**src/rtl/bbl_pkg.sv**
```systemverilog
`timescale 1ns / 1ps

package bbl_pkg;

  localparam int MAX_WIDTH  = 2048;
  localparam int MAX_HEIGHT = 2048;

  localparam int CH_W    = 8;
  localparam int PIX_W   = 3 * CH_W;
  localparam int LINE_W  = 2 * PIX_W;
  localparam int DIM_W   = 12;
  localparam int COL_W   = $clog2(MAX_WIDTH);
  localparam int ROW_W   = $clog2(MAX_HEIGHT);
  localparam int COORD_W = 11;

  localparam int RESET_WIDTH  = 640;
  localparam int RESET_HEIGHT = 480;

  localparam int WIN_N   = 3;
  localparam int NUM_OUT = 4;

  localparam int IN_DATA_W  = ((PIX_W + 7) / 8) * 8;
  localparam int OUT_BITS   = PIX_W + 2 * COORD_W;
  localparam int OUT_DATA_W = ((OUT_BITS + 7) / 8) * 8;

  localparam int QUEUE_DEPTH = 4;
  localparam int QPTR_W      = $clog2(QUEUE_DEPTH);

  localparam int SUM_W       = 12;
  localparam int CNT_W       = 4;
  localparam int RECIP_SHIFT = 16;
  localparam int RECIP_W     = RECIP_SHIFT + 1;
  localparam int PROD_W      = SUM_W + RECIP_W;

  localparam int RECIP_1 = 1 << RECIP_SHIFT;
  localparam int RECIP_2 = ((1 << RECIP_SHIFT) + 1) / 2;
  localparam int RECIP_3 = ((1 << RECIP_SHIFT) + 2) / 3;
  localparam int RECIP_4 = ((1 << RECIP_SHIFT) + 3) / 4;
  localparam int RECIP_6 = ((1 << RECIP_SHIFT) + 5) / 6;
  localparam int RECIP_9 = ((1 << RECIP_SHIFT) + 8) / 9;

  localparam int CFG_IDX_W = 1;

  typedef enum logic [CFG_IDX_W-1:0] {
    REG_IMAGE_WIDTH  = 1'b0,
    REG_IMAGE_HEIGHT = 1'b1
  } cfg_reg_t;

  typedef struct packed {
    logic [CH_W-1:0] red;
    logic [CH_W-1:0] green;
    logic [CH_W-1:0] blue;
  } pix_t;

  // index [row], top row first
  typedef pix_t [WIN_N-1:0] win_col_t;
  // index [column], oldest column first
  typedef win_col_t [WIN_N-1:0] win_t;

  // mask bits: up-left, up, left, here (relative to the newest pixel)
  typedef struct packed {
    win_t               win;
    logic [COL_W-1:0]   col;
    logic [ROW_W-1:0]   row;
    logic [NUM_OUT-1:0] mask;
  } job_t;

  function automatic logic [RECIP_W-1:0] recip(input logic [CNT_W-1:0] n);
    logic [RECIP_W-1:0] r;
    case (n)
      4'd2:    r = RECIP_W'(RECIP_2);
      4'd3:    r = RECIP_W'(RECIP_3);
      4'd4:    r = RECIP_W'(RECIP_4);
      4'd6:    r = RECIP_W'(RECIP_6);
      4'd9:    r = RECIP_W'(RECIP_9);
      default: r = RECIP_W'(RECIP_1);
    endcase
    return r;
  endfunction

endpackage

```
**src/rtl/bbl_back.sv**
```systemverilog
`timescale 1ns / 1ps

module bbl_back import bbl_pkg::*; (
  input  logic                  clk,
  input  logic                  rst,
  input  logic                  q_valid,
  input  job_t                  q_job,
  output logic                  q_pop,
  output logic                  m_valid,
  input  logic                  m_ready,
  output logic [OUT_DATA_W-1:0] m_data,
  output logic                  m_last
);

  logic               head_loaded;
  logic [NUM_OUT-1:0] pend;

  logic               v1;
  logic [SUM_W-1:0]   s1_red;
  logic [SUM_W-1:0]   s1_green;
  logic [SUM_W-1:0]   s1_blue;
  logic [RECIP_W-1:0] s1_recip;
  logic [COORD_W-1:0] s1_x;
  logic [COORD_W-1:0] s1_y;
  logic               s1_last;

  logic               v2;
  logic [PROD_W-1:0]  s2_red;
  logic [PROD_W-1:0]  s2_green;
  logic [PROD_W-1:0]  s2_blue;
  logic [COORD_W-1:0] s2_x;
  logic [COORD_W-1:0] s2_y;
  logic               s2_last;

  logic               adv;
  logic               issue;
  logic [NUM_OUT-1:0] pend_cur;
  logic [NUM_OUT-1:0] sel;
  logic [NUM_OUT-1:0] remaining;
  logic               dx;
  logic               dy;
  logic [WIN_N-1:0]   col_ok;
  logic [WIN_N-1:0]   row_ok;
  logic [1:0]         n_col;
  logic [1:0]         n_row;
  logic [CNT_W-1:0]   cnt;
  logic [SUM_W-1:0]   sum_red;
  logic [SUM_W-1:0]   sum_green;
  logic [SUM_W-1:0]   sum_blue;
  logic [COL_W-1:0]   x;
  logic [ROW_W-1:0]   y;

  assign adv       = !m_valid || m_ready;
  assign pend_cur  = head_loaded ? pend : q_job.mask;
  assign sel       = pend_cur & (~pend_cur + NUM_OUT'(1));
  assign remaining = pend_cur & ~sel;
  assign issue     = q_valid && adv;
  assign q_pop     = issue && (remaining == '0);

  always_comb begin
    dx = sel[1] || sel[3];
    dy = sel[2] || sel[3];

    col_ok[0] = !dx && (q_job.col > COL_W'(1));
    col_ok[1] = q_job.col != '0;
    col_ok[2] = 1'b1;
    row_ok[0] = !dy && (q_job.row > ROW_W'(1));
    row_ok[1] = q_job.row != '0;
    row_ok[2] = 1'b1;

    n_col = 2'(col_ok[0]) + 2'(col_ok[1]) + 2'(col_ok[2]);
    n_row = 2'(row_ok[0]) + 2'(row_ok[1]) + 2'(row_ok[2]);
    cnt   = CNT_W'(n_col) * CNT_W'(n_row);

    sum_red   = '0;
    sum_green = '0;
    sum_blue  = '0;
    for (int j = 0; j < WIN_N; j++) begin
      for (int i = 0; i < WIN_N; i++) begin
        if (col_ok[j] && row_ok[i]) begin
          sum_red   = sum_red   + SUM_W'(q_job.win[j][i].red);
          sum_green = sum_green + SUM_W'(q_job.win[j][i].green);
          sum_blue  = sum_blue  + SUM_W'(q_job.win[j][i].blue);
        end
      end
    end

    x = dx ? q_job.col : q_job.col - COL_W'(1);
    y = dy ? q_job.row : q_job.row - ROW_W'(1);
  end

  always_ff @(posedge clk) begin
    if (rst) begin
      head_loaded <= 1'b0;
      v1          <= 1'b0;
      v2          <= 1'b0;
      m_valid     <= 1'b0;
    end else begin
      if (issue) begin
        head_loaded <= remaining != '0;
      end
      if (adv) begin
        v1      <= issue;
        v2      <= v1;
        m_valid <= v2;
      end
    end
  end

  always_ff @(posedge clk) begin
    if (issue) begin
      pend <= remaining;
    end
    if (adv) begin
      s1_red   <= sum_red;
      s1_green <= sum_green;
      s1_blue  <= sum_blue;
      s1_recip <= recip(cnt);
      s1_x     <= COORD_W'(x);
      s1_y     <= COORD_W'(y);
      s1_last  <= remaining == '0;

      s2_red   <= PROD_W'(s1_red) * PROD_W'(s1_recip);
      s2_green <= PROD_W'(s1_green) * PROD_W'(s1_recip);
      s2_blue  <= PROD_W'(s1_blue) * PROD_W'(s1_recip);
      s2_x     <= s1_x;
      s2_y     <= s1_y;
      s2_last  <= s1_last;

      m_data <= OUT_DATA_W'({s2_y, s2_x,
                             s2_blue[RECIP_SHIFT +: CH_W],
                             s2_green[RECIP_SHIFT +: CH_W],
                             s2_red[RECIP_SHIFT +: CH_W]});
      m_last <= s2_last;
    end
  end

endmodule

```
**config.mk**
```make
export PLATFORM = sky130hd
export DESIGN_NAME = bbl_back
export DESIGN_NICKNAME = d
export VERILOG_FILES = /design/src/rtl/bbl_pkg.sv /design/src/rtl/bbl_back.sv
export SDC_FILE = /design/constraint.sdc
export NUM_CORES = 2
export LEC_CHECK = 0
export BUFFER_PORTS_ARGS = -buffer_cell sky130_fd_sc_hd__buf_2
export CORE_UTILIZATION = 50
export DETAILED_ROUTE_END_ITERATION = 10
export HOLD_SLACK_MARGIN = 0.12
export PLACE_DENSITY = 0.72
export SKIP_CTS_REPAIR_TIMING = 1
export SYNTH_ARGS = -nofsm -noshare
export SYNTH_HDL_FRONTEND = slang
export SYNTH_SLANG_ARGS = --single-unit
```
**constraint.sdc**
```tcl
create_clock -name clk -period 11 [get_ports clk]
set_input_delay 1.1 -clock clk [delete_from_list [all_inputs] [get_ports clk]]
set_output_delay 1.1 -clock clk [all_outputs]
set_load 0.02 [all_outputs]
```
==> Word-level counts from Yosys, hierarchy flattened <==
Cells that the tools add are included.
{ "classes": {"n_addsub": 31, "n_mul": 4, "magnitude_cmp": 2, "n_eq_ne": 5, "mux": 28, "n_bitwise": 4, "reduce_logical": 18} }
{ "ops": {"columns": ["op", "count"], "rows": [
  ["12-bit by 8-bit adder with 12-bit output", 24],
  ["12-bit two-way mux", 21],
  ["17-bit one-hot mux with 5 select lines", 1],
  ["12-bit by 17-bit multiplier with 24-bit output", 3],
  ["8-bit two-way mux", 3],
  ["11-bit by 1-bit > comparator with 1-bit output, second input constant", 2],
  ["11-bit two-way mux", 2],
  ["11-bit nonzero test", 2],
  ["11-bit by 1-bit subtractor with 11-bit output, second input constant", 2],
  ["4-bit AND", 2],
  ["4-bit by 2-bit == test with 1-bit output, second input constant", 2],
  ["4-bit by 3-bit == test with 1-bit output, second input constant", 2],
  ["1-bit logical AND", 8],
  ["4-bit inverter", 2],
  ["1-bit by 1-bit adder with 2-bit output", 2],
  ["2-bit by 1-bit adder with 2-bit output, second input constant", 2],
  ["4-bit by 1-bit adder with 4-bit output, second input constant", 1],
  ["4-bit == test, second input constant", 1],
  ["4-bit logical NOT", 1],
  ["2-bit by 2-bit multiplier with 4-bit output", 1],
  ["4-bit two-way mux", 1],
  ["4-bit nonzero test", 1],
  ["1-bit logical NOT", 3],
  ["1-bit logical OR", 3]
]} }
{ "word_totals": {"ff_bits": 226, "input_bits": 246, "wordCells": 112} }

==> Logic depth before layout (Yosys ltp) <==
{ "logic_depth": {"word_depth": 24, "ltp_mapped": 56} }

==> Worst setup path before layout <==
No wires, ideal clock.
{ "synth_timing": {"kind": "input-to-reg", "from": "input q_job[8] (netlist bit)", "to": "register s1_green[11] (data pin)", "setup_time_ps": 264, "arrival_time_ps": 10108, "required_time_ps": 10736, "slack_ps": 627, "path_stages": 48, "path_cell_list": "or4_1 -> buf_2 -> nor3_2 -> a21oi_2 -> inv_2 -> nor3_1 -> clkbuf_1 -> and2_1 -> ha_1 -> a21o_1 -> maj3_1 -> a21o_1 -> a21o_1 -> xnor2_1 -> o21ai_0 -> ha_1 -> or2_2 -> o211a_1 -> [12 not listed] -> a21oi_1 -> or3_1 -> o21ai_0 -> ha_1 -> a21boi_0 -> o21ai_0 -> o21a_1 -> ha_1 -> o21ai_0 -> nor2b_1 -> xor2_1 -> o21ai_0 -> ha_1 -> nor2b_1 -> nor2_1 -> nor2_1 -> and4bb_1 -> xor2_1"} }
{ "synth_via": {"elab_chain_cells": 19, "elab_cells_between_ends": 23} }
{ "synth_rtl": {"columns": ["element", "line_no", "rtl"], "rows": [
  ["start, declared", "bbl_back.sv:7", "input job_t q_job,"],
  ["11-bit by 1-bit > comparator with 1-bit output", "bbl_back.sv:67", "row_ok[0] = !dy && (q_job.row > ROW_W'(1));"],
  ["1-bit logical AND", "bbl_back.sv:67", null],
  ["1-bit logical AND", "bbl_back.sv:80", "if (col_ok[j] && row_ok[i]) begin"],
  ["8-bit two-way mux", "bbl_back.sv:80", null],
  ["12-bit by 8-bit adder with 12-bit output", "bbl_back.sv:82", "sum_green = sum_green + SUM_W'(q_job.win[j][i].green);"],
  ["12-bit two-way mux", "bbl_back.sv:80", null],
  ["12-bit by 8-bit adder with 12-bit output", "bbl_back.sv:82", null],
  ["12-bit two-way mux", "bbl_back.sv:80", null],
  ["[4 not listed]", null, null],
  ["12-bit by 8-bit adder with 12-bit output", "bbl_back.sv:82", null],
  ["12-bit two-way mux", "bbl_back.sv:80", null],
  ["12-bit by 8-bit adder with 12-bit output", "bbl_back.sv:82", null],
  ["12-bit two-way mux", "bbl_back.sv:80", null],
  ["12-bit by 8-bit adder with 12-bit output", "bbl_back.sv:82", null],
  ["12-bit two-way mux (*)", "bbl_back.sv:80", null],
  ["12-bit by 8-bit adder with 12-bit output (*)", "bbl_back.sv:82", null],
  ["named net sum_green[11]", "bbl_back.sv:48", "logic [SUM_W-1:0] sum_green;"],
  ["end signal, assigned", "bbl_back.sv:116", "s1_green <= sum_green;"],
  ["end, declared", "bbl_back.sv:20", "logic [SUM_W-1:0] s1_green;"]
]} }
Mark *: on every way through the listed nets, which the timed path passes. The rest lies on a longest branch.
A chain may end at the register's enable or synchronous reset.

==> Worst setup path in the final report <==
Ends and elaborated chain as after synthesis.

==> results.cfg <==
[clock_network]
cts_buffers = 17
clkTransAtPathRegs_ns = 0.08
cts_tree = built
root_buffer = clkbuf_16
h-tree-depth = 4
clk_path_buf_depth = 2
clock_latency_ns = 0.48
clock-sinks = 168

[worst_hold_path]
min_from = s1_y[10]$_DFFE_PN_
hold_class = flop to flop

[place]
gp_congestion = 0.9761
place_hpwl_mm = 64.87
portBuffers = 294
pre_cts_slack_ns = -0.3494

[cells_and_area]
fill_cells = 5280
layout_commonest_cell = inv_1
layout.nets = 4495
post-route-util_pct = 56.04
drive_above_1_share_pct = 12.28
syn2layout_area_growth_pct = 10.68
most-common-layout-cells = 577 x inv_1, 399 x fa_1, 329 x ha_1

[critical_path]
worst_path_max_delay_cell = or4_1
end_kind = flop
crit-reg2reg-launch = head_loaded$_SDFFE_PP0P_
worstSetupPathType = input port to flop
worst_setup_path_start_kind = input port
crit_path_max_incr_delay_ns = 0.60
crit_required_ns = 11.22
crit_fanout = 8
crit_path_start = q_job[8]
cp.arrival_ns = 10.69
crit_top_cell = ha_1

[run_status]
status = completed

[floorplanning]
core_um2 = 59020
dieArea_um2 = 60750
io_pins = 297
die_h_um = 246.5
die_w_um = 246.5
rows = 89
start_util_pct = 50.63

[sta]
max-slew-margin-rel_pct = 27.09
period_minus_slack_ns = 10.46
layout_setup_ws_ns = 0.5354
setup_violations = 0
fin_skew_ns = 0.01271
finalHoldViolations = 0
slew_violations = 0
worst_pin_slew_ns = 1.084
fin_crit_sh_pct = 95.13
rsz0062_at_grt = yes
tns_ns = 0
clock.fmax_mhz = 95.56

[synthesis]
synth-seq-cells = 168
async_flop_share_pct = 0
ys_seq_area_share_pct = 16.75
yosys_warnings = 0
syn-cell-area_um2 = 29880
syn_inst = 3232
synthFlopType = edfxtp_1
syn_area_per_cell_um2 = 9.246
synth.distinct_cells = 86
synth_edf_count = 164

[drt]
vias_per_cell = 5.268
drt_iter0_markers = 1308
wl_per_cell_um = 17.60
firstDrtPassIters = 5
wl_mm = 76.01
dr_total_vias = 22750
ant_nets = 0
drc = 0

[grt]
grt_overflow_total = 0
grt.total_usage_pct = 25.87
grt_first_pass_wirelength_mm = 121.0
antenna_found_initial = 33
grt_max_degree = 73
grt_pass1_vias = 23030

[run]
cap_violations = 0
## area by class of cell
type	instances	area, um^2	share of cell area [%]
well taps	773	967.2	2.924
multi-input cells	2419	22540	68.14
inverters	579	2178	6.586
repair buffers	336	1799	5.440
clock inverters	14	127.6	0.3859
flip-flops and latches	168	5005	15.13
diodes	12	30.03	0.09080
clock buffers	18	429.2	1.298
## cells by family after synthesis
logic type,after synthesis,share of synthesized area (%)
compound gates,565,11.85
buf+inv,647,8.169
mux,34,1.227
flops,168,16.75
fa+ha+maj,733,40.67
simple gates,870,14.86
xor+xnor,214,6.461
other cells,1,0.01255
## metal layers
metal  part of all wire (%)  GRT usage, %
met1                     43         33.22
met2                     48         43.15
met3                    7.0         6.786
met4                    2.1         6.536
met5                   0.34             0
## Yosys cell counts, types with 10 or more instances
| master | number | area share [%] |
|---|---|---|
| mux2_2 | 20 | 0.75 |
| o21ai_0 | 171 | 2.9 |
| clkbuf_1 | 57 | 0.72 |
| inv_1 | 578 | 7.3 |
| a211oi_1 | 21 | 0.53 |
| nor3_1 | 51 | 0.85 |
| ha_1 | 329 | 14 |
| xnor2_1 | 137 | 4.0 |
| o21a_1 | 33 | 0.83 |
| nor2b_1 | 39 | 0.82 |
| or2_2 | 12 | 0.25 |
| edfxtp_1 | 164 | 16 |
| mux2i_1 | 13 | 0.44 |
| nor2_1 | 153 | 1.9 |
| nand2_1 | 250 | 3.1 |
| xor2_1 | 73 | 2.1 |
| o211ai_1 | 13 | 0.33 |
| a21o_1 | 71 | 1.8 |
| nor4_1 | 10 | 0.21 |
| nand3_1 | 31 | 0.52 |
| fa_1 | 399 | 27 |
| a21boi_0 | 18 | 0.45 |
| or4_1 | 10 | 0.25 |
| nand4_1 | 10 | 0.21 |
| o21bai_1 | 22 | 0.55 |
| a21oi_1 | 146 | 2.4 |
| nand2b_1 | 34 | 0.71 |
| and2_1 | 209 | 4.4 |
| or3_1 | 24 | 0.50 |
## flip-flops by register name, indices dropped and copies added (netlist names), 3 cells and up
signal    flops
m_data       46
s1_blue      12
s1_green     12
s1_red       12
s1_x         11
s1_y         11
s2_x         11
s2_y         11
s1_recip      8
s2_blue       8
s2_green      8
s2_red        8
pend          3
## critical path: cells and delay by family
kind | cells | cell delay [ns]
compound gates | 19 | 2.74
xor+xnor | 3 | 0.41
fa+ha+maj | 9 | 2.87
buf+inv | 2 | 0.26
mux | 1 | 0.27
simple gates | 13 | 3.00
## final timing paths
path,slack (ns),endpoint,cells past startpoint
setup / recovery,0.54,s1_green[11]$_DFFE_PN_,47
hold / removal,0.41,s2_y[10]$_DFFE_PN_,0
setup reg to reg,0.94,s1_green[11]$_DFFE_PN_,43
hold reg to reg,0.41,s2_y[10]$_DFFE_PN_,0
## per-stage QoR
| stage | hold slack (ns) | area [um^2] | std cells |
|---|---|---|---|
| after floorplan | 0.4003 | 29890 | 3233 |
| after global placement | 0.4006 | 32410 | 4272 |
| after detailed placement | 0.4045 | 32410 | 4272 |
| after CTS | 0.4117 | 32970 | 4304 |
| after global routing | 0.4187 | 33060 | 4314 |
| final | 0.4115 | 33070 | 4319 |
Power is not shown: default switching activity piles up to over one toggle a cycle in this logic, so the estimate is an artifact.
