--- src/rtl/bbl_pkg.sv ---
`timescale 1ns / 1ps

package bbl_pkg;

  localparam int MAX_WIDTH  = 2048;
  localparam int MAX_HEIGHT = 2048;

  localparam int CH_W    = 8;
  localparam int PIX_W   = 3 * CH_W;
  localparam int LINE_W  = 2 * PIX_W;
  localparam int DIM_W   = 12;
  localparam int COL_W   = $clog2(MAX_WIDTH);
  localparam int ROW_W   = $clog2(MAX_HEIGHT);
  localparam int COORD_W = 11;

  localparam int RESET_WIDTH  = 640;
  localparam int RESET_HEIGHT = 480;

  localparam int WIN_N   = 3;
  localparam int NUM_OUT = 4;

  localparam int IN_DATA_W  = ((PIX_W + 7) / 8) * 8;
  localparam int OUT_BITS   = PIX_W + 2 * COORD_W;
  localparam int OUT_DATA_W = ((OUT_BITS + 7) / 8) * 8;

  localparam int QUEUE_DEPTH = 4;
  localparam int QPTR_W      = $clog2(QUEUE_DEPTH);

  localparam int SUM_W       = 12;
  localparam int CNT_W       = 4;
  localparam int RECIP_SHIFT = 16;
  localparam int RECIP_W     = RECIP_SHIFT + 1;
  localparam int PROD_W      = SUM_W + RECIP_W;

  localparam int RECIP_1 = 1 << RECIP_SHIFT;
  localparam int RECIP_2 = ((1 << RECIP_SHIFT) + 1) / 2;
  localparam int RECIP_3 = ((1 << RECIP_SHIFT) + 2) / 3;
  localparam int RECIP_4 = ((1 << RECIP_SHIFT) + 3) / 4;
  localparam int RECIP_6 = ((1 << RECIP_SHIFT) + 5) / 6;
  localparam int RECIP_9 = ((1 << RECIP_SHIFT) + 8) / 9;

  localparam int CFG_IDX_W = 1;

  typedef enum logic [CFG_IDX_W-1:0] {
    REG_IMAGE_WIDTH  = 1'b0,
    REG_IMAGE_HEIGHT = 1'b1
  } cfg_reg_t;

  typedef struct packed {
    logic [CH_W-1:0] red;
    logic [CH_W-1:0] green;
    logic [CH_W-1:0] blue;
  } pix_t;

  // index [row], top row first
  typedef pix_t [WIN_N-1:0] win_col_t;
  // index [column], oldest column first
  typedef win_col_t [WIN_N-1:0] win_t;

  // mask bits: up-left, up, left, here (relative to the newest pixel)
  typedef struct packed {
    win_t               win;
    logic [COL_W-1:0]   col;
    logic [ROW_W-1:0]   row;
    logic [NUM_OUT-1:0] mask;
  } job_t;

  function automatic logic [RECIP_W-1:0] recip(input logic [CNT_W-1:0] n);
    logic [RECIP_W-1:0] r;
    case (n)
      4'd2:    r = RECIP_W'(RECIP_2);
      4'd3:    r = RECIP_W'(RECIP_3);
      4'd4:    r = RECIP_W'(RECIP_4);
      4'd6:    r = RECIP_W'(RECIP_6);
      4'd9:    r = RECIP_W'(RECIP_9);
      default: r = RECIP_W'(RECIP_1);
    endcase
    return r;
  endfunction

endpackage

--- src/rtl/bbl_queue.sv ---
`timescale 1ns / 1ps

module bbl_queue import bbl_pkg::*; (
  input  logic clk,
  input  logic rst,
  input  logic push,
  input  job_t push_job,
  output logic full,
  input  logic pop,
  output logic valid,
  output job_t head_job
);

  job_t              slots [QUEUE_DEPTH];
  logic [QPTR_W-1:0] wr_ptr;
  logic [QPTR_W-1:0] rd_ptr;
  logic [QPTR_W:0]   count;

  assign full     = count == (QPTR_W + 1)'(QUEUE_DEPTH);
  assign valid    = count != '0;
  assign head_job = slots[rd_ptr];

  always_ff @(posedge clk) begin
    if (rst) begin
      wr_ptr <= '0;
      rd_ptr <= '0;
      count  <= '0;
    end else begin
      if (push) begin
        wr_ptr <= wr_ptr + QPTR_W'(1);
      end
      if (pop) begin
        rd_ptr <= rd_ptr + QPTR_W'(1);
      end
      if (push && !pop) begin
        count <= count + (QPTR_W + 1)'(1);
      end else if (pop && !push) begin
        count <= count - (QPTR_W + 1)'(1);
      end
    end
  end

  always_ff @(posedge clk) begin
    if (push) begin
      slots[wr_ptr] <= push_job;
    end
  end

endmodule

--- config.mk ---
export PLATFORM = sky130hd
export DESIGN_NAME = bbl_queue
export DESIGN_NICKNAME = d
export VERILOG_FILES = /design/src/rtl/bbl_pkg.sv /design/src/rtl/bbl_queue.sv
export SDC_FILE = /design/constraint.sdc
export NUM_CORES = 1
export LEC_CHECK = 0
export ABC_AREA = 0
export BUFFER_PORTS_ARGS = -buffer_cell sky130_fd_sc_hd__buf_2
export CORE_ASPECT_RATIO = 1.1
export CORE_MARGIN = 2
export CORE_UTILIZATION = 60
export CTS_CLUSTER_SIZE = 10
export DETAILED_ROUTE_END_ITERATION = 7
export PLACE_DENSITY = 0.83
export RECOVER_POWER = 100
export SYNTH_ARGS = -nofsm -noshare
export SYNTH_HDL_FRONTEND = slang
export SYNTH_SLANG_ARGS = --single-unit
--- constraint.sdc ---
create_clock -name clk -period 13.4 [get_ports clk]
set_input_delay 4.02 -clock clk [delete_from_list [all_inputs] [get_ports clk]]
set_output_delay 4.02 -clock clk [all_outputs]
set_load 0.05 [all_outputs]
======== After elaboration in Yosys (flattened, before gate mapping) ========
Memories as Yosys holds them, arrays and structs flattened. A register that Yosys moved wholly into a read port is not among the register bits.
Cells that the tools add are included.
storage, ports and cells
  flip-flop bits (word level) ............. 7
  memory bits (writable) .................. 968
  input bits .............................. 246
  output and inout bits ................... 244
  logic and storage cells ................. 21
  memories ................................ 1
operators by class
  add/sub/neg operators ................... 4
  eq/ne operators ......................... 1
  mux-type cells .......................... 6
  reduce and logical (&&, ||, !) cells .... 6
memory list
  name   words  bits a word  read ports  clocked after memory_dff  wr ports  line             RTL
  slots  4      242          1           1                         1         bbl_queue.sv:14  job_t slots [QUEUE_DEPTH];
operators by type and width
  operator                                                            number
  3-bit 2-to-1 mux                                                    2
  2-bit by 1-bit adder with 2-bit output, second input constant       2
  2-bit 2-to-1 mux                                                    2
  3-bit by 1-bit adder with 3-bit output, second input constant       1
  3-bit equality test, second input constant                          1
  3-bit nonzero test                                                  1
  3-bit by 1-bit subtractor with 3-bit output, second input constant  1
  1-bit logical AND                                                   2
  1-bit logical NOT                                                   2
  1-bit 2-to-1 mux                                                    2
  2-bit nonzero test                                                  1

======== Logic depth before layout (Yosys ltp) ========
Gate-level depths: netlist of run 1.
  depth in word-level cells ............... 4
  gate-level depth with buffers ........... 7
  gate-level depth less buffers ........... 7

======== Least setup slack after synthesis of run 1 ========
OpenSTA, ideal clock, no wires.
  path kind ............................... input to register
  from .................................... in push
  to ...................................... mem slots[0][0] (netlist name), enable pin
  setup time .............................. 632 ps
  arrival time ............................ 9,494 ps
  data required time ...................... 12,768 ps
  setup slack ............................. 3,274 ps
  stages on the path ...................... 1
  path buffers ............................ 0
  cell sequence ........................... and2_1
on the way
  word-level cells in the longest chain between the ends .. 2
ends and longest elaborated chain
  what                                    line             RTL
  from (decl)                             bbl_queue.sv:6   input logic push,
  1-bit 2-to-1 mux                        bbl_queue.sv:44  if (push) begin
  1-bit 2-to-1 mux (implied by the code)  bbl_queue.sv:45  slots[wr_ptr] <= push_job;
  to (decl)                               bbl_queue.sv:14
Every way passes these cells.

==> metrics.log, run 1 <==
INFO  metric run_status = complete, but fails checks
INFO  metric failed_checks = capacitance limit, slew limit
INFO  metric layout_commonest_cell = sky130_fd_sc_hd__edfxtp_1
INFO  metric ctsHoldBuffers = 0
INFO  metric register_bit_count_reported_by_yosys = 977
INFO  metric capturing_element_type_of_the_critical_path = primary output
INFO  metric grt_overflow = 0
INFO  metric grt_pass1_wl = 111 mm
INFO  metric drc_errors = 0
INFO  metric cts_post_setup_buffers_inserted = 0
INFO  metric synth_area_per_cell = 27.0 sq um
INFO  metric layout.core_utilization = 0.700
INFO  metric powerDensity = 172 nW/um^2
INFO  metric timing_worst_slew_pin_value = 4.72 ns
INFO  metric dp_cells = 2517
INFO  metric arrival = 6.36 ns
INFO  metric stdcell_count = 2670
INFO  metric clock.fmax = 96.3 MHz
INFO  metric cts-buffers-inserted = 107
INFO  metric cts_tree = yes
INFO  metric post_route_cells_drive_above_1_share = 0.233
INFO  metric via_per_inst = 6.03
INFO  metric layout.nets = 2118
INFO  metric synth.net_count = 1560
INFO  metric maxCapViolCount = 7
INFO  metric setup.worst_path.start_class = flop
INFO  metric worst_slew_margin_rel = -2.14
INFO  metric timing.final.crit_period = 10.38 ns
INFO  metric start_util = 0.605
INFO  metric cts-root-buf = sky130_fd_sc_hd__clkbuf_16
INFO  metric hpwlAfterDp = 43.8 mm
INFO  metric yosysSeqAreaShare = 0.828
INFO  metric cts-resized-gates = 0
INFO  metric post_synth_instance_area = 35300 sq um
INFO  metric die_height = 259 um
INFO  metric report.final.setup_viol = 0
INFO  metric highest_count_cells_in_the_layout_ignoring_fill_and_taps = sky130_fd_sc_hd__edfxtp_1 (968), sky130_fd_sc_hd__clkbuf_1 (444), sky130_fd_sc_hd__mux4_2 (242)
INFO  metric worstSkewPairLatency = 0.64 ns
INFO  metric rows = 93
INFO  metric routed_wirelength = 74.9 mm
INFO  metric tritoncts_num_sinks = 977
INFO  metric grt_total_usage = 0.248
INFO  metric synth_warnings = 0
INFO  metric clkSlewWorstSetupHoldPaths = 0.05 ns
INFO  metric max-clock-path-buffers = 3
INFO  metric cp_max_fo = 70
INFO  metric pin_count = 490
INFO  metric core_area = 58400 sq um
INFO  metric netlist-cell-type-count = 19
INFO  metric antenna_found_initial = 20
INFO  metric tns = 0 ns
INFO  metric route.detailed.wl_per_inst = 28.1 um
INFO  metric slew_violations = 567
INFO  metric synthesis.instances = 1308
INFO  metric number_of_endpoints_with_negative_hold_slack_in_the_final_report = 0
INFO  metric min_path_type = flop to flop
INFO  metric worst_ir_drop_vdd = 0.178 mV
INFO  metric grt_pass1_vias = 17600
INFO  metric maximum_number_of_pins_on_one_net_before_global_route_repair = 161
INFO  metric setup_slack_after_placement = 6.04 ns
INFO  metric drtAntennaViolNets = 0
INFO  metric clock_skew = 0.0161 ns
INFO  metric routabilityCongestion = 0.753
INFO  metric timing.final.ws_setup = 3.02 ns
INFO  metric rsz0062_at_grt = false
INFO  metric worst-setup-path-type = flop to primary output
INFO  metric floorplan.die.width = 235 um
INFO  metric post-route-period-util = 0.775
INFO  metric detailed_place.area = 38500 sq um
INFO  metric p_leak = 0.0127 uW
INFO  metric finalInstanceArea = 40900 sq um
INFO  metric dr_pass1_iterations = 5
INFO  metric dr_total_vias = 16100
INFO  metric drt_iter0_drc = 1261
INFO  metric ctsHtreeMaxLevel = 3
INFO  metric worstPathRequired = 9.38 ns
INFO  metric fp.dieArea = 60900 sq um
INFO  metric flow.area_growth_from_synthesis = 15.8%
INFO  metric port-buffer-count = 489
-- flip-flops by register name, indices dropped and copies added (netlist names), named ones only --
register,flops
count,3
rd_ptr,2
slots,968
wr_ptr,2
-- final timing paths --
check / from / to / slack (ns) / cells past startpoint
setup / recovery: flop / head_job[148] / 3.02 / 4
hold / removal: count[2] / count[2] / 0.53 / 2
setup reg to reg: wr_ptr[0] / slots[3][104] / 6.51 / 3
hold reg to reg: count[2] / count[2] / 0.53 / 2
-- cells in the mapped netlist, drive strengths merged --
library cell	count	area [sq um]
ha	5	62.6
or3	2	12.5
and2	4	25.0
fa	1	20.0
a21oi	1	5.00
mux4	242	5450
nor3b	1	7.51
o21ai	1	5.00
inv	4	15.0
xor2	3	26.3
edfxtp	968	29100
nand2	1	3.75
dfxtp	9	180
clkbuf	8	30.0
mux2i	2	20.0
xnor2	2	17.5
buf	47	367
nor2	7	26.3
-- kinds of logic after synthesis --
family / share of synthesized area
XOR/XNOR: 0.00124
AO/OA/AOI/OAI: 0.000283
flip-flops: 0.828
AND/OR/NAND/NOR: 0.00212
buffers and inverters: 0.0116
multiplexers: 0.155
adder cells (fa/ha/maj): 0.00234
-- metal layers --
| metal | vias to the layer above | global-route usage | routed length [um] |
|---|---|---|---|
| met3 | 147 | 0.0890 | 7490 |
| met4 | 12 | 0.105 | 2610 |
| li1 | 6769 | - | - |
| met1 | 8363 | 0.300 | 26400 |
| met2 | 798 | 0.410 | 38400 |
| met5 | - | 0 | 75 |
-- report_power, final --
part,total (uW),switching [uW],internal (uW)
Sequential,3570,46.5,3530
Combinational,964,707,257
Clock,2520,1060,1450
Total,7060,1820,5240
-- cell type report --
type | count | area [sq um]
antenna | 16 | 40.0
clock buffer | 131 | 2810
clock inverter | 6 | 114
fill | 3500 | 17500
inverter | 4 | 15.0
multi-input combinational | 272 | 5680
sequential | 977 | 29300
tap | 760 | 951
timing repair buffer | 504 | 2050
-- critical path, stage by stage, from the launching register on --
cell and delay, ns:
sky130_fd_sc_hd__dfxtp_4 0.76, sky130_fd_sc_hd__clkbuf_1 2.83, sky130_fd_sc_hd__buf_4 1.14, sky130_fd_sc_hd__mux4_2 0.37
sky130_fd_sc_hd__clkbuf_1 0.49
-- stage by stage --
stage	power [uW]	hold WS (ns)
after floorplan	4370	0.461
after global placement	4580	0.471
after detailed placement	4610	0.531
after CTS	7120	0.543
after global routing	7260	0.563
final	7060	0.534
No activity file was read; power rests on OpenSTA's default activity.
==> inputs of run 2 (changes only) <==
Settings changed: CORE_UTILIZATION 60 to 51, PLACE_DENSITY 0.83 to 0.75.
Clock period 13.4 ns to 8.6 ns, I/O delays scaled along.
==> metrics.log, run 2 (synthesized netlist as in run 1, its figures left out) <==
INFO  metric start_util = 0.514
INFO  metric run_status = complete, but fails checks
INFO  metric routed_wirelength = 70.9 mm
INFO  metric cts-buffers-inserted = 108
INFO  metric tns = 0 ns
INFO  metric powerDensity = 267 nW/um^2
INFO  metric clkSlewWorstSetupHoldPaths = 0.05 ns
INFO  metric layout.nets = 2117
INFO  metric tritoncts_num_sinks = 977
INFO  metric cts-resized-gates = 0
INFO  metric cts_tree = yes
INFO  metric cts-root-buf = sky130_fd_sc_hd__clkbuf_16
INFO  metric routabilityCongestion = 0.731
INFO  metric die_height = 280 um
INFO  metric min_path_type = flop to flop
INFO  metric via_per_inst = 5.60
INFO  metric slew_violations = 630
INFO  metric layout_commonest_cell = sky130_fd_sc_hd__edfxtp_1
INFO  metric grt_total_usage = 0.197
INFO  metric detailed_place.area = 38800 sq um
INFO  metric drt_iter0_drc = 1287
INFO  metric pin_count = 490
INFO  metric grt_overflow = 0
INFO  metric route.detailed.wl_per_inst = 25.1 um
INFO  metric arrival = 4.12 ns
INFO  metric cts_post_setup_buffers_inserted = 0
INFO  metric grt_pass1_wl = 104 mm
INFO  metric clock_skew = 0.0351 ns
INFO  metric layout.core_utilization = 0.597
INFO  metric p_leak = 0.0125 uW
INFO  metric biggestRegsByFlops = slots x968, count x3
INFO  metric maximum_number_of_pins_on_one_net_before_global_route_repair = 138
INFO  metric cp_max_fo = 33
INFO  metric finalInstanceArea = 41100 sq um
INFO  metric dr_pass1_iterations = 4
INFO  metric largest_reg_flops = 968
INFO  metric floorplan.die.width = 255 um
INFO  metric timing_worst_slew_pin_value = 4.04 ns
INFO  metric setup_slack_after_placement = 3.64 ns
INFO  metric antenna_found_initial = 12
INFO  metric dp_cells = 2682
INFO  metric worst_slew_margin_rel = -1.69
INFO  metric drtAntennaViolNets = 0
INFO  metric port-buffer-count = 489
INFO  metric setup.worst_path.start_class = flop
INFO  metric worstSkewPairLatency = 0.65 ns
INFO  metric drc_errors = 0
INFO  metric ctsHtreeMaxLevel = 3
INFO  metric flow.area_growth_from_synthesis = 16.2%
INFO  metric maxCapViolCount = 8
INFO  metric hpwlAfterDp = 40.5 mm
INFO  metric timing.final.ws_setup = 1.90 ns
INFO  metric clock.fmax = 149 MHz
INFO  metric post-route-period-util = 0.780
INFO  metric worstPathRequired = 6.02 ns
INFO  metric stdcell_count = 2825
INFO  metric capturing_element_type_of_the_critical_path = primary output
INFO  metric post_route_cells_drive_above_1_share = 0.201
INFO  metric dr_total_vias = 15800
INFO  metric grt_pass1_vias = 16800
INFO  metric core_area = 68700 sq um
INFO  metric failed_checks = capacitance limit, slew limit
INFO  metric number_of_endpoints_with_negative_hold_slack_in_the_final_report = 0
INFO  metric max-clock-path-buffers = 3
INFO  metric worst-setup-path-type = flop to primary output
INFO  metric timing.final.crit_period = 6.70 ns
INFO  metric max_flop_register = slots
INFO  metric fp.dieArea = 71400 sq um
INFO  metric ctsHoldBuffers = 0
INFO  metric rows = 101
INFO  metric rsz0062_at_grt = false
INFO  metric report.final.setup_viol = 0
INFO  metric worst_ir_drop_vdd = 0.250 mV
INFO  metric highest_count_cells_in_the_layout_ignoring_fill_and_taps = sky130_fd_sc_hd__edfxtp_1 (968), sky130_fd_sc_hd__clkbuf_1 (506), sky130_fd_sc_hd__mux4_2 (242)
run 2: layout make-up:
class	instances	area, sq um
flip-flops and latches	977	29300
fillers	4963	27700
multi-input cells	272	5690
clock buffers	131	2830
repair buffers	502	1970
well taps	927	1160
clock inverters	8	148
inverters	4	15.0
diodes	4	10.0
run 2: routing by layer:
layer	GRT usage	vias to the layer above	wire length, um
met4	0.0585	18	1570
met5	0.00488	-	146
met1	0.249	8286	25900
met3	0.0684	123	6830
li1	-	6751	-
met2	0.324	647	36500
run 2: final timing paths:
| check | from | endpoint | slack [ns] | cells past startpoint |
|---|---|---|---|---|
| max | flop | head_job[68] | 1.90 | 3 |
| min reg2reg | rd_ptr[1] | rd_ptr[1] | 0.53 | 2 |
| max reg2reg | wr_ptr[0] | slots[2][221] | 3.68 | 4 |
| min | rd_ptr[1] | rd_ptr[1] | 0.53 | 2 |
run 2: through the flow:
step | power (uW) | hold slack [ns]
2_1_floorplan | 6780 | 0.461
3_3_place_gp | 7140 | 0.473
3_5_place_dp | 7170 | 0.509
4_1_cts | 11100 | 0.534
5_1_grt | 11300 | 0.583
6_report | 11000 | 0.533
run 2: power by group:
group	internal (uW)	switching [uW]	total (uW)	leakage (uW)
clock network	2290	1680	3960	0.00144
logic	367	1090	1460	0.00212
registers	5500	65.8	5560	0.00897
run 2: critical path, cell delays in order, from the launching register on:
cell and delay [ns]:
sky130_fd_sc_hd__dfxtp_1 1.33, sky130_fd_sc_hd__clkbuf_2 1.15, sky130_fd_sc_hd__mux4_2 0.67, sky130_fd_sc_hd__clkbuf_1 0.32
==> inputs of run 3 (changes only) <==
Settings changed: CORE_UTILIZATION 51 to 57, PLACE_DENSITY 0.75 to 0.79.
Clock period 8.6 ns to 6.65 ns, I/O delays scaled along.
==> metrics.log, run 3 (synthesized netlist as in run 1, its figures left out) <==
INFO  metric run_status = complete, but fails checks
INFO  metric failed_checks = capacitance limit, slew limit
INFO  metric setup.worst_path.start_class = flop
INFO  metric routabilityCongestion = 0.748
INFO  metric clock_skew = 0.0177 ns
INFO  metric hpwlAfterDp = 43.4 mm
INFO  metric clkSlewWorstSetupHoldPaths = 0.05 ns
INFO  metric max-clock-path-buffers = 3
INFO  metric grt_overflow = 0
INFO  metric num-fill-cells = 3851
INFO  metric clock.fmax = 176 MHz
INFO  metric cts-root-buf = sky130_fd_sc_hd__clkbuf_16
INFO  metric worst_slew_margin_rel = -1.61
INFO  metric cts-resized-gates = 0
INFO  metric comb_power_share = 0.134
INFO  metric cts_tree = yes
INFO  metric power_report.internal_total = 10500 uW
INFO  metric min_path_type = flop to flop
INFO  metric port-buffer-count = 489
INFO  metric pwr-share-clk = 0.358
INFO  metric worst-setup-path-type = flop to primary output
INFO  metric p_seq_frac = 0.507
INFO  metric fp.dieArea = 64000 sq um
INFO  metric via_per_inst = 5.90
INFO  metric post_route_cells_drive_above_1_share = 0.209
INFO  metric timing.final.crit_period = 5.67 ns
INFO  metric flow.area_growth_from_synthesis = 16.2%
INFO  metric capturing_element_type_of_the_critical_path = primary output
INFO  metric biggestRegsByFlops = slots x968, count x3
INFO  metric route.detailed.wl_per_inst = 27.4 um
INFO  metric switching_power_of_the_nets = 3690 uW
INFO  metric ctsHoldBuffers = 0
INFO  metric grt_pass1_vias = 17400
INFO  metric antenna_found_initial = 18
INFO  metric drt_iter0_drc = 1087
INFO  metric drc_errors = 0
INFO  metric slew_violations = 675
INFO  metric rsz0062_at_grt = false
INFO  metric p_leak = 0.0126 uW
INFO  metric grt_pass1_wl = 110 mm
INFO  metric layout.nets = 2126
INFO  metric ctsHtreeMaxLevel = 3
INFO  metric maxCapViolCount = 6
INFO  metric cp_max_fo = 92
INFO  metric rows = 95
INFO  metric die_height = 265 um
INFO  metric start_util = 0.577
INFO  metric layout_commonest_cell = sky130_fd_sc_hd__edfxtp_1
INFO  metric number_of_endpoints_with_negative_hold_slack_in_the_final_report = 0
INFO  metric pin_count = 490
INFO  metric core_area = 61200 sq um
INFO  metric arrival = 3.67 ns
INFO  metric post-route-period-util = 0.852
INFO  metric routed_wirelength = 75.0 mm
INFO  metric floorplan.die.width = 241 um
INFO  metric worstSkewPairLatency = 0.66 ns
INFO  metric worst_ir_drop_vdd = 0.359 mV
INFO  metric dr_pass1_iterations = 5
INFO  metric cts_post_setup_buffers_inserted = 0
INFO  metric highest_count_cells_in_the_layout_ignoring_fill_and_taps = sky130_fd_sc_hd__edfxtp_1 (968), sky130_fd_sc_hd__clkbuf_1 (497), sky130_fd_sc_hd__mux4_2 (242)
INFO  metric dr_total_vias = 16200
INFO  metric largest_reg_flops = 968
INFO  metric swShare = 0.260
INFO  metric drtAntennaViolNets = 0
INFO  metric grt_total_usage = 0.236
INFO  metric report.final.setup_viol = 0
INFO  metric tritoncts_num_sinks = 977
INFO  metric worstPathRequired = 4.66 ns
INFO  metric timing_worst_slew_pin_value = 3.92 ns
INFO  metric powerDensity = 346 nW/um^2
INFO  metric cts-buffers-inserted = 108
INFO  metric maximum_number_of_pins_on_one_net_before_global_route_repair = 132
INFO  metric max_flop_register = slots
INFO  metric tns = 0 ns
INFO  metric layout.core_utilization = 0.671
-- run 3: power groups by stage --
| stage | sequential, uW | combinational, uW | clock, uW |
|---|---|---|---|
| 4_1_cts | 7190 | 2010 | 5190 |
| 3_5_place_dp | 7300 | 1990 | 0 |
| 6_report | 7210 | 1910 | 5090 |
| 2_1_floorplan | 7280 | 1480 | 0 |
| 3_3_place_gp | 7280 | 1970 | 0 |
| 5_1_grt | 7230 | 2000 | 5400 |
-- run 3: critical path, cell delays in order, from the launching register on --
cell and delay, ns:
sky130_fd_sc_hd__dfxtp_4 0.70, sky130_fd_sc_hd__clkbuf_4 1.22, sky130_fd_sc_hd__mux4_2 0.45, sky130_fd_sc_hd__clkbuf_1 0.60
-- run 3: worst paths after layout --
check	from	to	slack [ns]	cells past startpoint
max	flop	head_job[22]	0.98	3
min	rd_ptr[1]	rd_ptr[1]	0.55	2
max reg2reg	wr_ptr[0]	slots[3][193]	2.35	3
min reg2reg	rd_ptr[1]	rd_ptr[1]	0.55	2
-- run 3: stage by stage --
stage	cells	setup slack, ns	hold WS, ns	area [sq um]	total power (uW)
2_1_floorplan	1308	1.26	0.461	35300	8770
3_3_place_gp	2588	2.40	0.472	38800	9250
3_5_place_dp	2588	2.36	0.522	38800	9300
4_1_cts	2730	1.67	0.551	41700	14400
5_1_grt	2733	0.799	0.573	41000	14600
6_report	2743	0.983	0.545	41100	14200
-- run 3: cell type report --
type / instances / area [sq um] / area share
diodes: 13 / 32.5 / 0.000792
clock buffers: 132 / 2790 / 0.0680
multi-input cells: 272 / 5680 / 0.138
clock inverters: 10 / 175 / 0.00426
repair buffers: 511 / 2090 / 0.0510
inverters: 4 / 15.0 / 0.000366
well taps: 824 / 1030 / 0.0251
flip-flops and latches: 977 / 29300 / 0.712
-- run 3: layer usage --
layer	part of all wire	track usage
met5	0.0015	0
met4	0.023	0.0746
met3	0.10	0.0788
met2	0.52	0.395
met1	0.36	0.295
